File: config.mk
export PLATFORM = sky130hd
export DESIGN_NAME = lfu_cache_lru_tiebreak
export DESIGN_NICKNAME = d
export VERILOG_FILES = /design/src/design/lfu_pkg.sv /design/src/design/lfu_ctrl.sv /design/src/design/lfu_dpath.sv /design/src/design/lfu_cache_lru_tiebreak.sv
export SDC_FILE = /design/constraint.sdc
export NUM_CORES = 1
export LEC_CHECK = 0
export BUFFER_PORTS_ARGS = -buffer_cell sky130_fd_sc_hd__buf_2
export CAP_MARGIN = 10
export CORE_UTILIZATION = 45
export DETAILED_ROUTE_END_ITERATION = 12
export MAX_ROUTING_LAYER = met4
export PLACE_DENSITY = 0.7
export SLEW_MARGIN = 25
export SYNTH_ARGS = -nofsm -noshare
export SYNTH_HDL_FRONTEND = slang
export SYNTH_SLANG_ARGS = --single-unit
File: constraint.sdc
create_clock -name clk_i -period 7.2 [get_ports clk_i]
set_input_delay 0.36 -clock clk_i [delete_from_list [all_inputs] [get_ports clk_i]]
set_output_delay 0.36 -clock clk_i [all_outputs]
set_load 0.005 [all_outputs]
File: src/design/lfu_pkg.sv
// Shared types and constants for the LFU cache with LRU tie break.
// Used by lfu_ctrl, lfu_dpath, the top level and the checker; depends on nothing.
`timescale 1ns / 1ps
`default_nettype none

package lfu_pkg;

  // Default sizing, handed down as parameters from the top level.
  localparam int unsigned CapacityDef  = 8;
  localparam int unsigned KeyBitsDef   = 16;
  localparam int unsigned CountBitsDef = 16;

  // Fixed port widths.
  localparam int unsigned KeyPortW   = 16;
  localparam int unsigned ValueW     = 32;
  localparam int unsigned CountPortW = 16;

  // Request kinds carried on mode_i.
  localparam logic ModeGet = 1'b0;
  localparam logic ModePut = 1'b1;

  // Controller to datapath commands.
  typedef struct packed {
    logic load_req;  // capture the request beat and clear the match flag
    logic rd_en;     // read one table entry at the scan address
    logic commit;    // write back the accessed entry and load the result register
  } cmd_t;

endpackage

`default_nettype wire

File: src/design/lfu_ctrl.sv
// Controller for the LFU cache: accepts a request, sequences the table scan,
// commits the update and owns the output handshake. Depends on lfu_pkg.
`timescale 1ns / 1ps
`default_nettype none

module lfu_ctrl #(
  parameter int unsigned CAPACITY = lfu_pkg::CapacityDef
) (
  input  wire logic                          clk_i,
  input  wire logic                          rst_ni,
  input  wire logic                          in_valid_i,
  output logic                               in_ready_o,
  output logic                               out_valid_o,
  input  wire logic                          out_ready_i,
  output lfu_pkg::cmd_t                      cmd_o,
  output logic [$clog2(CAPACITY)-1:0]        rd_addr_o
);

  localparam int unsigned IdxW = $clog2(CAPACITY);
  localparam logic [IdxW-1:0] LastIdx = IdxW'(CAPACITY - 1);

  localparam logic [1:0] StIdle   = 2'd0;
  localparam logic [1:0] StScan   = 2'd1;
  localparam logic [1:0] StDrain  = 2'd2;
  localparam logic [1:0] StCommit = 2'd3;

  logic [1:0]      state_q, state_d;
  logic [IdxW-1:0] idx_q, idx_d;
  logic            out_valid_q, out_valid_d;
  logic            accept;
  logic            commit;

  assign in_ready_o  = (state_q == StIdle);
  assign accept      = in_valid_i && in_ready_o;
  assign commit      = (state_q == StCommit) && (!out_valid_q || out_ready_i);
  assign out_valid_o = out_valid_q;
  assign rd_addr_o   = idx_q;

  always_comb begin
    state_d = state_q;
    idx_d   = idx_q;
    unique case (state_q)
      StIdle: begin
        if (accept) begin
          state_d = StScan;
          idx_d   = '0;
        end
      end
      StScan: begin
        if (idx_q == LastIdx) begin
          state_d = StDrain;
        end else begin
          idx_d = idx_q + 1'b1;
        end
      end
      StDrain: begin
        state_d = StCommit;
      end
      StCommit: begin
        if (commit) begin
          state_d = StIdle;
        end
      end
      default: begin
        state_d = StIdle;
      end
    endcase
  end

  // Hold the result until taken; a commit refills the register.
  always_comb begin
    out_valid_d = out_valid_q;
    if (commit) begin
      out_valid_d = 1'b1;
    end else if (out_ready_i) begin
      out_valid_d = 1'b0;
    end
  end

  always_comb begin
    cmd_o.load_req = accept;
    cmd_o.rd_en    = (state_q == StScan);
    cmd_o.commit   = commit;
  end

  always_ff @(posedge clk_i or negedge rst_ni) begin
    if (!rst_ni) begin
      state_q     <= StIdle;
      idx_q       <= '0;
      out_valid_q <= 1'b0;
    end else begin
      state_q     <= state_d;
      idx_q       <= idx_d;
      out_valid_q <= out_valid_d;
    end
  end

endmodule

`default_nettype wire

File: src/design/lfu_dpath.sv
// Datapath for the LFU cache: entry memory, valid and recency lanes, scan
// for key match and victim, write-back and result register. Depends on lfu_pkg.
`timescale 1ns / 1ps
`default_nettype none

module lfu_dpath #(
  parameter int unsigned CAPACITY   = lfu_pkg::CapacityDef,
  parameter int unsigned KEY_BITS   = lfu_pkg::KeyBitsDef,
  parameter int unsigned COUNT_BITS = lfu_pkg::CountBitsDef
) (
  input  wire logic                                 clk_i,
  input  wire logic                                 rst_ni,
  input  wire lfu_pkg::cmd_t                        cmd_i,
  input  wire logic [$clog2(CAPACITY)-1:0]          rd_addr_i,
  input  wire logic                                 mode_i,
  input  wire logic [lfu_pkg::KeyPortW-1:0]         request_key_i,
  input  wire logic signed [lfu_pkg::ValueW-1:0]    write_value_i,
  output logic                                      hit_o,
  output logic signed [lfu_pkg::ValueW-1:0]         read_value_o,
  output logic                                      evicted_o,
  output logic [lfu_pkg::KeyPortW-1:0]              evicted_key_o,
  output logic [lfu_pkg::CountPortW-1:0]            use_count_out_o
);

  localparam int unsigned IdxW  = $clog2(CAPACITY);
  localparam int unsigned RankW = $clog2(CAPACITY);
  localparam int unsigned VW    = lfu_pkg::ValueW;

  typedef struct packed {
    logic [KEY_BITS-1:0]   key;
    logic [VW-1:0]         value;
    logic [COUNT_BITS-1:0] count;
  } entry_t;

  // Entry store: one write port, one registered read port.
  entry_t mem [CAPACITY];
  entry_t rdata_q;

  // Per-entry lanes.
  logic [CAPACITY-1:0] valid_q;
  logic [RankW-1:0]    rank_q [CAPACITY];

  // Request.
  logic                  mode_q;
  logic [KEY_BITS-1:0]   key_q;
  logic [VW-1:0]         wval_q;

  // Scan pipeline and results.
  logic                  rd_vld_q;
  logic [IdxW-1:0]       rd_idx_q;
  logic                  found_q;
  logic [IdxW-1:0]       hit_idx_q;
  logic [COUNT_BITS-1:0] hit_cnt_q;
  logic [VW-1:0]         hit_val_q;
  logic [RankW-1:0]      hit_rank_q;
  logic [IdxW-1:0]       vic_idx_q;
  logic [COUNT_BITS-1:0] vic_cnt_q;
  logic [RankW-1:0]      vic_rank_q;
  logic [KEY_BITS-1:0]   vic_key_q;

  // Result register.
  logic                        res_hit_q;
  logic [VW-1:0]               res_val_q;
  logic                        res_ev_q;
  logic [lfu_pkg::KeyPortW-1:0]   res_evkey_q;
  logic [lfu_pkg::CountPortW-1:0] res_cnt_q;

  logic                  lane_valid;
  logic [RankW-1:0]      lane_rank;
  logic                  match;
  logic                  better;

  logic                  full;
  logic [IdxW-1:0]       free_idx;
  logic                  we;
  logic                  evict;
  logic                  age_all;
  logic [IdxW-1:0]       slot;
  logic [RankW-1:0]      old_rank;
  entry_t                wdata;

  assign lane_valid = valid_q[rd_idx_q];
  assign lane_rank  = rank_q[rd_idx_q];
  assign match      = lane_valid && (rdata_q.key == key_q);
  assign better     = (rdata_q.count < vic_cnt_q) ||
                      ((rdata_q.count == vic_cnt_q) && (lane_rank > vic_rank_q));

  // Lowest-numbered free entry.
  always_comb begin
    free_idx = '0;
    for (int i = CAPACITY - 1; i >= 0; i--) begin
      if (!valid_q[i]) begin
        free_idx = IdxW'(i);
      end
    end
  end

  assign full = &valid_q;

  // Write-back decision for the accessed entry.
  always_comb begin
    we          = 1'b0;
    evict       = 1'b0;
    age_all     = 1'b0;
    slot        = hit_idx_q;
    old_rank    = hit_rank_q;
    wdata.key   = key_q;
    wdata.value = wval_q;
    wdata.count = COUNT_BITS'(1);
    priority if (found_q) begin
      we          = 1'b1;
      wdata.value = (mode_q == lfu_pkg::ModePut) ? wval_q : hit_val_q;
      wdata.count = (&hit_cnt_q) ? hit_cnt_q : hit_cnt_q + 1'b1;
    end else if (mode_q == lfu_pkg::ModePut) begin
      we = 1'b1;
      if (!full) begin
        slot    = free_idx;
        age_all = 1'b1;
      end else begin
        slot     = vic_idx_q;
        old_rank = vic_rank_q;
        evict    = 1'b1;
      end
    end
  end

  // Memory ports.
  always_ff @(posedge clk_i) begin
    if (cmd_i.rd_en) begin
      rdata_q <= mem[rd_addr_i];
    end
    if (cmd_i.commit && we) begin
      mem[slot] <= wdata;
    end
  end

  // Valid lanes and read pipeline control.
  always_ff @(posedge clk_i or negedge rst_ni) begin
    if (!rst_ni) begin
      valid_q  <= '0;
      rd_vld_q <= 1'b0;
    end else begin
      rd_vld_q <= cmd_i.rd_en;
      if (cmd_i.commit && we) begin
        valid_q[slot] <= 1'b1;
      end
    end
  end

  // Recency lanes: the accessed entry becomes most recent, younger ones age.
  always_ff @(posedge clk_i) begin
    if (cmd_i.commit && we) begin
      for (int i = 0; i < CAPACITY; i++) begin
        if (IdxW'(i) == slot) begin
          rank_q[i] <= '0;
        end else if (valid_q[i] && (age_all || (rank_q[i] < old_rank))) begin
          rank_q[i] <= rank_q[i] + 1'b1;
        end
      end
    end
  end

  // Request capture and scan.
  always_ff @(posedge clk_i) begin
    rd_idx_q <= rd_addr_i;
    if (cmd_i.load_req) begin
      mode_q  <= mode_i;
      key_q   <= KEY_BITS'(request_key_i);
      wval_q  <= write_value_i;
      found_q <= 1'b0;
    end else if (rd_vld_q) begin
      if (!found_q && match) begin
        found_q    <= 1'b1;
        hit_idx_q  <= rd_idx_q;
        hit_cnt_q  <= rdata_q.count;
        hit_val_q  <= rdata_q.value;
        hit_rank_q <= lane_rank;
      end
      if ((rd_idx_q == '0) || better) begin
        vic_idx_q  <= rd_idx_q;
        vic_cnt_q  <= rdata_q.count;
        vic_rank_q <= lane_rank;
        vic_key_q  <= rdata_q.key;
      end
    end
  end

  // Result register.
  always_ff @(posedge clk_i) begin
    if (cmd_i.commit) begin
      res_hit_q   <= found_q;
      res_val_q   <= found_q ? wdata.value : '0;
      res_ev_q    <= evict;
      res_evkey_q <= evict ? lfu_pkg::KeyPortW'(vic_key_q) : '0;
      res_cnt_q   <= we ? lfu_pkg::CountPortW'(wdata.count) : '0;
    end
  end

  assign hit_o           = res_hit_q;
  assign read_value_o    = res_val_q;
  assign evicted_o       = res_ev_q;
  assign evicted_key_o   = res_evkey_q;
  assign use_count_out_o = res_cnt_q;

endmodule

`default_nettype wire

File: src/design/lfu_cache_lru_tiebreak.sv
// Top level of the LFU key/value cache with LRU tie break.
// Instantiates lfu_ctrl and lfu_dpath; depends on lfu_pkg.
//
// A small fully associative cache of CAPACITY entries. A get (mode 0) looks
// up request_key_i; a put (mode 1) updates a present key or inserts it,
// filling the lowest free entry or, when the table is full, evicting the
// entry with the lowest use count and, among equal counts, the least
// recently used one. Every request gives exactly one result beat. A request
// streams the entry memory, one entry per cycle, through its single
// registered read port, then drains the last read, then writes back the
// accessed entry and ages the recency ranks in parallel. One request is in
// flight at a time; in_ready_o is high only while the block is idle, so the
// next request is taken at the earliest in the cycle after the write-back.
// The result sits in an output register, so a new request is taken while
// the previous result waits; the write-back cycle holds until that register
// is free. There is no clearing pass: the valid bits reset at once, and key,
// value and count are only trusted for valid entries. Counts saturate at
// 2^COUNT_BITS - 1; only the low KEY_BITS bits of a key take part.
`timescale 1ns / 1ps
`default_nettype none

module lfu_cache_lru_tiebreak #(
  parameter int unsigned CAPACITY   = lfu_pkg::CapacityDef,
  parameter int unsigned KEY_BITS   = lfu_pkg::KeyBitsDef,
  parameter int unsigned COUNT_BITS = lfu_pkg::CountBitsDef
) (
  input  wire logic                                 clk_i,
  input  wire logic                                 rst_ni,
  input  wire logic                                 in_valid_i,
  output logic                                      in_ready_o,
  input  wire logic                                 mode_i,
  input  wire logic [lfu_pkg::KeyPortW-1:0]         request_key_i,
  input  wire logic signed [lfu_pkg::ValueW-1:0]    write_value_i,
  output logic                                      out_valid_o,
  input  wire logic                                 out_ready_i,
  output logic                                      hit_o,
  output logic signed [lfu_pkg::ValueW-1:0]         read_value_o,
  output logic                                      evicted_o,
  output logic [lfu_pkg::KeyPortW-1:0]              evicted_key_o,
  output logic [lfu_pkg::CountPortW-1:0]            use_count_out_o
);

  lfu_pkg::cmd_t               cmd;
  logic [$clog2(CAPACITY)-1:0] rd_addr;

  // Sequence the scan and own both handshakes.
  lfu_ctrl #(
    .CAPACITY (CAPACITY)
  ) u_ctrl (
    .clk_i       (clk_i),
    .rst_ni      (rst_ni),
    .in_valid_i  (in_valid_i),
    .in_ready_o  (in_ready_o),
    .out_valid_o (out_valid_o),
    .out_ready_i (out_ready_i),
    .cmd_o       (cmd),
    .rd_addr_o   (rd_addr)
  );

  // Hold the table, find match and victim, update and present the result.
  lfu_dpath #(
    .CAPACITY   (CAPACITY),
    .KEY_BITS   (KEY_BITS),
    .COUNT_BITS (COUNT_BITS)
  ) u_dpath (
    .clk_i           (clk_i),
    .rst_ni          (rst_ni),
    .cmd_i           (cmd),
    .rd_addr_i       (rd_addr),
    .mode_i          (mode_i),
    .request_key_i   (request_key_i),
    .write_value_i   (write_value_i),
    .hit_o           (hit_o),
    .read_value_o    (read_value_o),
    .evicted_o       (evicted_o),
    .evicted_key_o   (evicted_key_o),
    .use_count_out_o (use_count_out_o)
  );

endmodule

`default_nettype wire

==> metrics, run 1 <==
first-pass GRT wire length 101000 um; sequential share of the synthesized area 0.766; clock slew at reported path FFs 0.06 ns; # placed instances 2610; Cell Count, Final, Fillers Out 2812; data required time of the critical path 7.46 ns; Avg Inst Size Synth 20.3 um^2; min Tclk post-route 4.01 ns; Gate Count Post-Synth 1586; area delta synth->final 15.6%; period utilisation layout 0.557; RSZ-0062 raised after global routing no; Mapped Area 32200 um^2; CTS Buf Count 83; GRT Util Overall 0.188; latest clock arrival within the worst-skew pair 0.65 ns; Final ANT Viol Nets 0; async set-reset flop share out of synthesis 0.0182; WS Path Type reg2reg; Antenna Cells 0; dpl hpwl 36700 um; DR vias 15700; initial DRC count 1392; R2R setup slack 3.19 ns; DR WL/cell 23.4 um; Fmax 0.250 GHz; Power Density 366 nW/um^2; share of layout cells above drive strength 1 0.287; Mapped Nets 1681; drt total wl 65800 um; Synth cell types 64; vias in the first global route 16400; main flop type after synthesis edfxtp_1; core area 70500 um^2; I/O pin count 121; relative slew slack 0.298; routability cong. 0.878; skew final 0.0380 ns; die area 72700 um^2; Final Hold Fails 0; # H-tree levels 3; first drt pass iteration count 5; number of setup violations in the final report 0; worst ir drop on vdd 214 uV; status completed; slew of the pin with the lowest slew margin 1.05 ns; CTS tree done; die extent in y 270 um; fillcell total 5391; LEAKAGE 12.3 nW; grt ovf 0; CP Max Fanout 33; CP arrival 4.27 ns; max-cap check violation count 0; standard-cell rows 97; Yosys warning count 0; Starting Density 0.457; DRC errors left 0; Die Width 270 um; Root Driver clkbuf_16; Final #Nets 1900; IO buf count 120; crit end category flop; setup TNS 0 ns; clk sinks 826; max-slew violations 0; largest net degree at the start of global routing 94; hold crit path type in2reg; deepest clock path buffer count 3; startpoint types flop; #FFs+latches synth 826; mean number of vias per cell 5.57; Post-synth EDFFs 807; initial antenna violation count 0
-- where the power goes --
group,switching (mW),leakage (nW),internal [mW]
combinational,1.40,3.45,1.24
clock,1.82,1.31,2.41
sequential,0.465,7.59,6.30
-- cell type report --
type | count | area (um^2) | share of cell area
multi-input combinational | 666 | 7260 | 0.195
sequential | 826 | 24700 | 0.663
tap | 940 | 1180 | 0.0316
timing repair buffer | 195 | 1340 | 0.0360
inverter | 33 | 125 | 0.00336
clock buffer | 102 | 2160 | 0.0579
clock inverter | 50 | 512 | 0.0137
-- cells in the final DEF, fill, tap and decap left out, types with 20 or more instances in the layout --
cell type | synthesis | final
mux2_2 | 99 | 99
nor3_1 | 27 | 22
clkbuf_16 | 0 | 83
ha_1 | 42 | 41
mux2i_1 | 38 | 38
nand2_1 | 42 | 42
dlygate4sd3_1 | 0 | 50
buf_2 | 15 | 120
xnor2_1 | 25 | 25
nor2_1 | 65 | 64
mux4_2 | 135 | 135
buf_4 | 0 | 21
edfxtp_1 | 807 | 807
and2_1 | 25 | 25
clkinv_2 | 0 | 20
inv_1 | 33 | 26
-- metrics by stage --
| step | util | worst slack (ns) | area (um^2) | hold WS (ns) | power, mW |
|---|---|---|---|---|---|
| 2_1_floorplan | - | 0.454 | 32200 | 0.0644 | 8.59 |
| 3_3_place_gp | 0.483 | 2.88 | 34000 | 0.308 | 9.41 |
| 3_5_place_dp | 0.483 | 3.24 | 34100 | 0.318 | 9.51 |
| 4_1_cts | 0.528 | 3.19 | 37300 | 0.00525 | 13.8 |
| 5_1_grt | 0.529 | 2.95 | 37300 | 0.0390 | 14.2 |
| 6_report | 0.529 | 3.19 | 37300 | 0.0459 | 13.6 |
-- kinds of logic (layout without fill, tap and decap cells) --
logic type               count (synthesis)  after routing  share of synthesized area
buffers and inverters                   94            380                     0.0120
adder cells (fa/ha/maj)                 42             42                     0.0163
XOR/XNOR                                35             35                    0.00951
AO/OA/AOI/OAI                           86             86                     0.0190
multiplexers                           273            273                      0.141
AND/OR/NAND/NOR                        230            230                     0.0361
flip-flops                             826            826                      0.766
-- state kept, by name (all words and copies together), names as in the netlist, 8 cells and up --
name,cells
u_dpath.wval_q,32
u_dpath.rdata_q,64
u_dpath.mem,512
u_dpath.rank_q,24
u_dpath.use_count_out_o,16
u_dpath.read_value_o,32
u_dpath.vic_cnt_q,16
u_dpath.vic_key_q,16
u_dpath.key_q,16
u_dpath.hit_cnt_q,16
u_dpath.valid_q,8
u_dpath.hit_val_q,32
u_dpath.evicted_key_o,16
-- synth_stat cells, drive strengths merged, types with 5 or more instances --
| cell type | n | share of area |
|---|---|---|
| nor3b | 7 | 0.0016 |
| xnor2 | 25 | 0.0068 |
| o22ai | 7 | 0.0014 |
| nor2b | 6 | 0.0012 |
| and3 | 6 | 0.0012 |
| a21oi | 18 | 0.0029 |
| mux4 | 136 | 0.095 |
| edfxtp | 807 | 0.75 |
| nand3 | 8 | 0.0012 |
| a211oi | 5 | 0.0012 |
| nor2 | 65 | 0.0076 |
| mux2 | 99 | 0.035 |
| nand4 | 12 | 0.0023 |
| dfrtp | 15 | 0.012 |
| a21o | 5 | 0.0012 |
| xor2 | 10 | 0.0027 |
| buf | 31 | 0.0047 |
| ha | 42 | 0.016 |
| mux2i | 38 | 0.012 |
| clkbuf | 30 | 0.0035 |
| and2 | 27 | 0.0053 |
| or2 | 6 | 0.0012 |
| inv | 33 | 0.0038 |
| nor3 | 28 | 0.0045 |
| nand2b | 10 | 0.0019 |
| nand2 | 42 | 0.0049 |
| o21ai | 16 | 0.0026 |
-- layer usage --
metal / up-vias / GRT usage / share of wire
met2: 535 / 0.294 / 0.48
met4: 0 / 0.0516 / 0.019
met5: - / - / 0
li1: 6852 / - / -
met3: 93 / 0.0362 / 0.065
met1: 8192 / 0.254 / 0.44
-- final timing paths --
kind,startpoint,end,cells past startpoint
max,u_dpath.found_q,u_dpath.mem[0][34],6
min,out_ready_i,u_ctrl.out_valid_o,3
max reg2reg,u_dpath.found_q,u_dpath.mem[0][34],6
min reg2reg,u_dpath.rdata_q[36],u_dpath.hit_val_q[20],0
max in group asynchronous,rst_ni,u_ctrl.rd_addr_o[0],2
min in group asynchronous,rst_ni,u_dpath.valid_q[7],2
-- repair_timing --
action                                  CTS  global route
hold endpoints to repair                 64             0
gates resized for setup                   0             0
hold buffers                             50             0
buffers inserted                          0             0
endpoints found under the setup margin    0             0
-- critical path, stage by stage (launching register included) --
cell     delay, ns
dfxtp_1       0.83
and2b_2       0.36
o21ai_0       0.37
nand2_1       0.18
or3_1         0.45
inv_2         0.79
buf_4         0.61
Power figures use the tool's default switching activity.
==> run 2: changes to the inputs <==
--- a/config.mk
+++ b/config.mk
@@ -5,12 +5,13 @@
 export SDC_FILE = /design/constraint.sdc
 export NUM_CORES = 1
 export LEC_CHECK = 0
+export ABC_AREA = 1
 export BUFFER_PORTS_ARGS = -buffer_cell sky130_fd_sc_hd__buf_2
 export CAP_MARGIN = 10
 export CORE_UTILIZATION = 45
 export DETAILED_ROUTE_END_ITERATION = 12
 export MAX_ROUTING_LAYER = met4
-export PLACE_DENSITY = 0.7
+export PLACE_DENSITY = 0.68
 export SLEW_MARGIN = 25
 export SYNTH_ARGS = -nofsm -noshare
 export SYNTH_HDL_FRONTEND = slang
==> constraint.sdc (replaced) <==
create_clock -name clk_i -period 3.87 [get_ports clk_i]
set_input_delay 0.1935 -clock clk_i [delete_from_list [all_inputs] [get_ports clk_i]]
set_output_delay 0.1935 -clock clk_i [all_outputs]
set_load 0.005 [all_outputs]
==> run 2 against run 1 <==
  * Register-to-register slack worse by 2.3 ns
  * Global-route usage up 2.3 points
  * Critical path depth up 5
  * Clock power up 84%
  * Maximum frequency up 36%
  * Final cell count up 33%
  * Sequential share of layout area down 0.95 points
  * Critical endpoint is now u_dpath.vic_cnt_q[10]
  * Utilization down 0.24 points
  * Largest power group unchanged
  * Critical path type unchanged
  * Sequential cell count unchanged
  * Final area up 1.4%
  * Hold slack better by 0.038 ns
  * Routed wire length up 16%
==> metrics, run 2 <==
die extent in y 272 um; deepest clock path buffer count 3; first-pass GRT wire length 116000 um; number of setup violations in the final report 0; slew of the pin with the lowest slew margin 1.12 ns; most frequent cells in the layout 807 x edfxtp_1, 555 x nor2_1, 291 x o21ai_0, 203 x nand2_1, 130 x inv_1; internal power 17.9 mW; skew final 0.0231 ns; worst ir drop on vdd 389 uV; CTS tree done; Cell Count, Final, Fillers Out 3729; Synth area leaders edfxtp_1 74%, nor2_1 6.4%, o21ai_0 4.4%; data required time of the critical path 4.18 ns; critical path's top delay family compound AO/OA/AOI/OAI gates; DR WL/cell 20.4 um; routability cong. 0.936; final setup margin 0.931 ns; storage element area 24700 um^2; standard-cell rows 98; Place WS 0.975 ns; power share of the combinational group 0.229; Yosys top cell area share 0.738; Post-CTS Setup Inserts 0; post-CTS sizing 0; largest registers u_dpath.mem (512), u_dpath.rdata_q (64); max incr delay on CP 0.51 ns; #FFs+latches synth 826; max-cap check violation count 0; min Tclk post-route 2.94 ns; Root Driver clkbuf_16; fillcell total 5934; clock slew at reported path FFs 0.06 ns; count leader, synth edfxtp_1; sw power 8.02 mW; area delta synth->final 15.2%; # placed instances 3530; Yosys warning count 0; area of the multi-input gates 7100 um^2; ordered list of cells on the worst path inv_1, a221oi_1, a31oi_1, ha_1, nand2_1, o21ai_0, nand3_1, nor2_1, a31oi_1, a21oi_4, buf_12; main flop type after synthesis edfxtp_1; initial antenna violation count 1; largest family of logic cells by synthesized area simple AND/OR/NAND/NOR gates; Final Hold Fails 0; crit end category flop; vias in the first global route 20000; commonest non-fill, non-tap cell in the layout edfxtp_1; status completed; max reg flops 512; clock power share 0.302; Top cell by count, worst path a31oi_1; clk sinks 826; Crit-path slowest cell dfxtp_1; post-synth top area cell edfxtp_1; most used routing layer met2; drt total wl 76000 um; largest net degree at the start of global routing 127; core area 71900 um^2; startpoint types flop; Biggest register u_dpath.mem; mean number of vias per cell 5.47; CP Max Fanout 38; Gate Count Post-Synth 2540; CP arrival 3.24 ns; Starting Density 0.457; setup TNS 0 ns; mux contribution to synthesized area 0; Synth Area in Compound Gates 0.0901; DR vias 20400; Mapped Nets 2635; IO buf count 120; Fmax 0.340 GHz; GRT Util Overall 0.211; first drt pass iteration count 5; top cells by count, synth 807 x edfxtp_1, 556 x nor2_1, 291 x o21ai_0; sequential share of the synthesized area 0.752; LEAKAGE 13.6 nW; Final #Nets 2813; Finished Cell Area 37800 um^2; met1 Usage GRT 0.286; Synth cell types 40; I/O pin count 121; hold crit path type in2async; Buf+Inv Stages, Crit Path 2; # H-tree levels 3; period utilisation layout 0.759; Final ANT Viol Nets 0; latest clock arrival within the worst-skew pair 0.63 ns; async set-reset flop share out of synthesis 0.0182; grt ovf 0; initial DRC count 2111; Placed Instance Area 34600 um^2; die area 74000 um^2; grt met3 use 0.0310; Antenna Cells 0; max-slew violations 0; DRC errors left 0; Avg Inst Size Synth 12.9 um^2; dpl hpwl 43400 um; Synth Area in Simple Gates 0.104; Sw Ratio 0.310; Pwr Total 25.9 mW; RSZ-0062 raised after global routing no; M2 GR Usage 0.336; adder-cell share of the synthesized area 0.0160; WS Path Type reg2reg; sequential share of power 0.469; XOR/XNOR Fraction of Synth Area 0.00534; relative slew slack 0.251; Mapped Area 32800 um^2; CTS Buf Count 84; hold_buf cts 52; share of layout cells above drive strength 1 0.120; Die Width 272 um; Power Density 684 nW/um^2; Post-synth EDFFs 807
run 2: cell types whose count changed after synthesis, sizes merged, moves of 28 or more:
| cell | previous run | this run |
|---|---|---|
| nor2 | 65 | 563 |
| o21ai | 16 | 294 |
| nand2 | 42 | 220 |
| mux4 | 136 | 0 |
| inv | 33 | 148 |
| mux2 | 99 | 0 |
| a31oi | 4 | 72 |
| o22ai | 7 | 71 |
| clkbuf | 30 | 89 |
| a21oi | 18 | 56 |
| mux2i | 38 | 0 |
| nand3 | 8 | 40 |
| a21o | 5 | 33 |
run 2: cells by family (layout without fill, tap and decap cells):
| group | count (synthesis) | count (layout) |
|---|---|---|
| xor gates and xnor gates | 20 | 20 |
| and+or+nand+nor | 850 | 850 |
| AOI/OAI and AO/OA | 532 | 532 |
| adders and majority gates | 42 | 42 |
| buffers and inverters | 270 | 509 |
| DFF | 826 | 826 |
run 2: power by group through the flow:
| stage | Sequential [mW] | Clock (mW) | Combinational (mW) |
|---|---|---|---|
| floorplan | 12.1 | 0 | 3.94 |
| global placement | 12.3 | 0 | 5.73 |
| detailed placement | 12.3 | 0 | 5.86 |
| CTS | 12.1 | 7.95 | 5.95 |
| global route | 12.2 | 8.29 | 6.62 |
| finish | 12.1 | 7.80 | 5.93 |
run 2: per-layer routing:
layer / vias to the layer above / part of all wire
met5: - / 0
li1: 9432 / -
met2: 789 / 0.48
met1: 10100 / 0.43
met4: 0 / 0.017
met3: 104 / 0.072
run 2: worst paths after layout:
kind | start | to | slack (ns) | cells after the start
min reg2reg | u_dpath.rdata_q[44] | u_dpath.hit_val_q[28] | 0.42 | 0
min in group clk_i | write_value_i[19] | u_dpath.wval_q[19] | 0.27 | 2
max | u_dpath.rd_idx_q[1] | u_dpath.vic_cnt_q[10] | 0.93 | 11
max in group asynchronous | rst_ni | u_ctrl.rd_addr_o[1] | 3.41 | 2
min | rst_ni | u_dpath.valid_q[4] | 0.08 | 2
max reg2reg | u_dpath.rd_idx_q[1] | u_dpath.vic_cnt_q[10] | 0.93 | 11
run 2: metrics by stage:
stage,util,hold slack (ns)
detailed placement,0.482,0.177
finish,0.526,0.0836
global placement,0.482,0.170
floorplan,-,-0.102
global route,0.526,0.0904
CTS,0.526,0.0641
run 2: final cells by class:
| class | instances | share of cell area |
|---|---|---|
| repair buffers | 214 | 0.0426 |
| clock buffers | 105 | 0.0605 |
| well taps | 950 | 0.0314 |
| multi-input cells | 1444 | 0.188 |
| clock inverters | 42 | 0.00950 |
| inverters | 148 | 0.0152 |
| flip-flops and latches | 826 | 0.653 |
run 2: worst register-to-register path, cell delays in order, from the launching register on:
cell and delay [ns]:
dfxtp_1 0.51, inv_1 0.26, a221oi_1 0.39, a31oi_1 0.14, ha_1 0.36, nand2_1 0.05
o21ai_0 0.15, nand3_1 0.08, nor2_1 0.12, a31oi_1 0.08, a21oi_4 0.20, buf_12 0.26
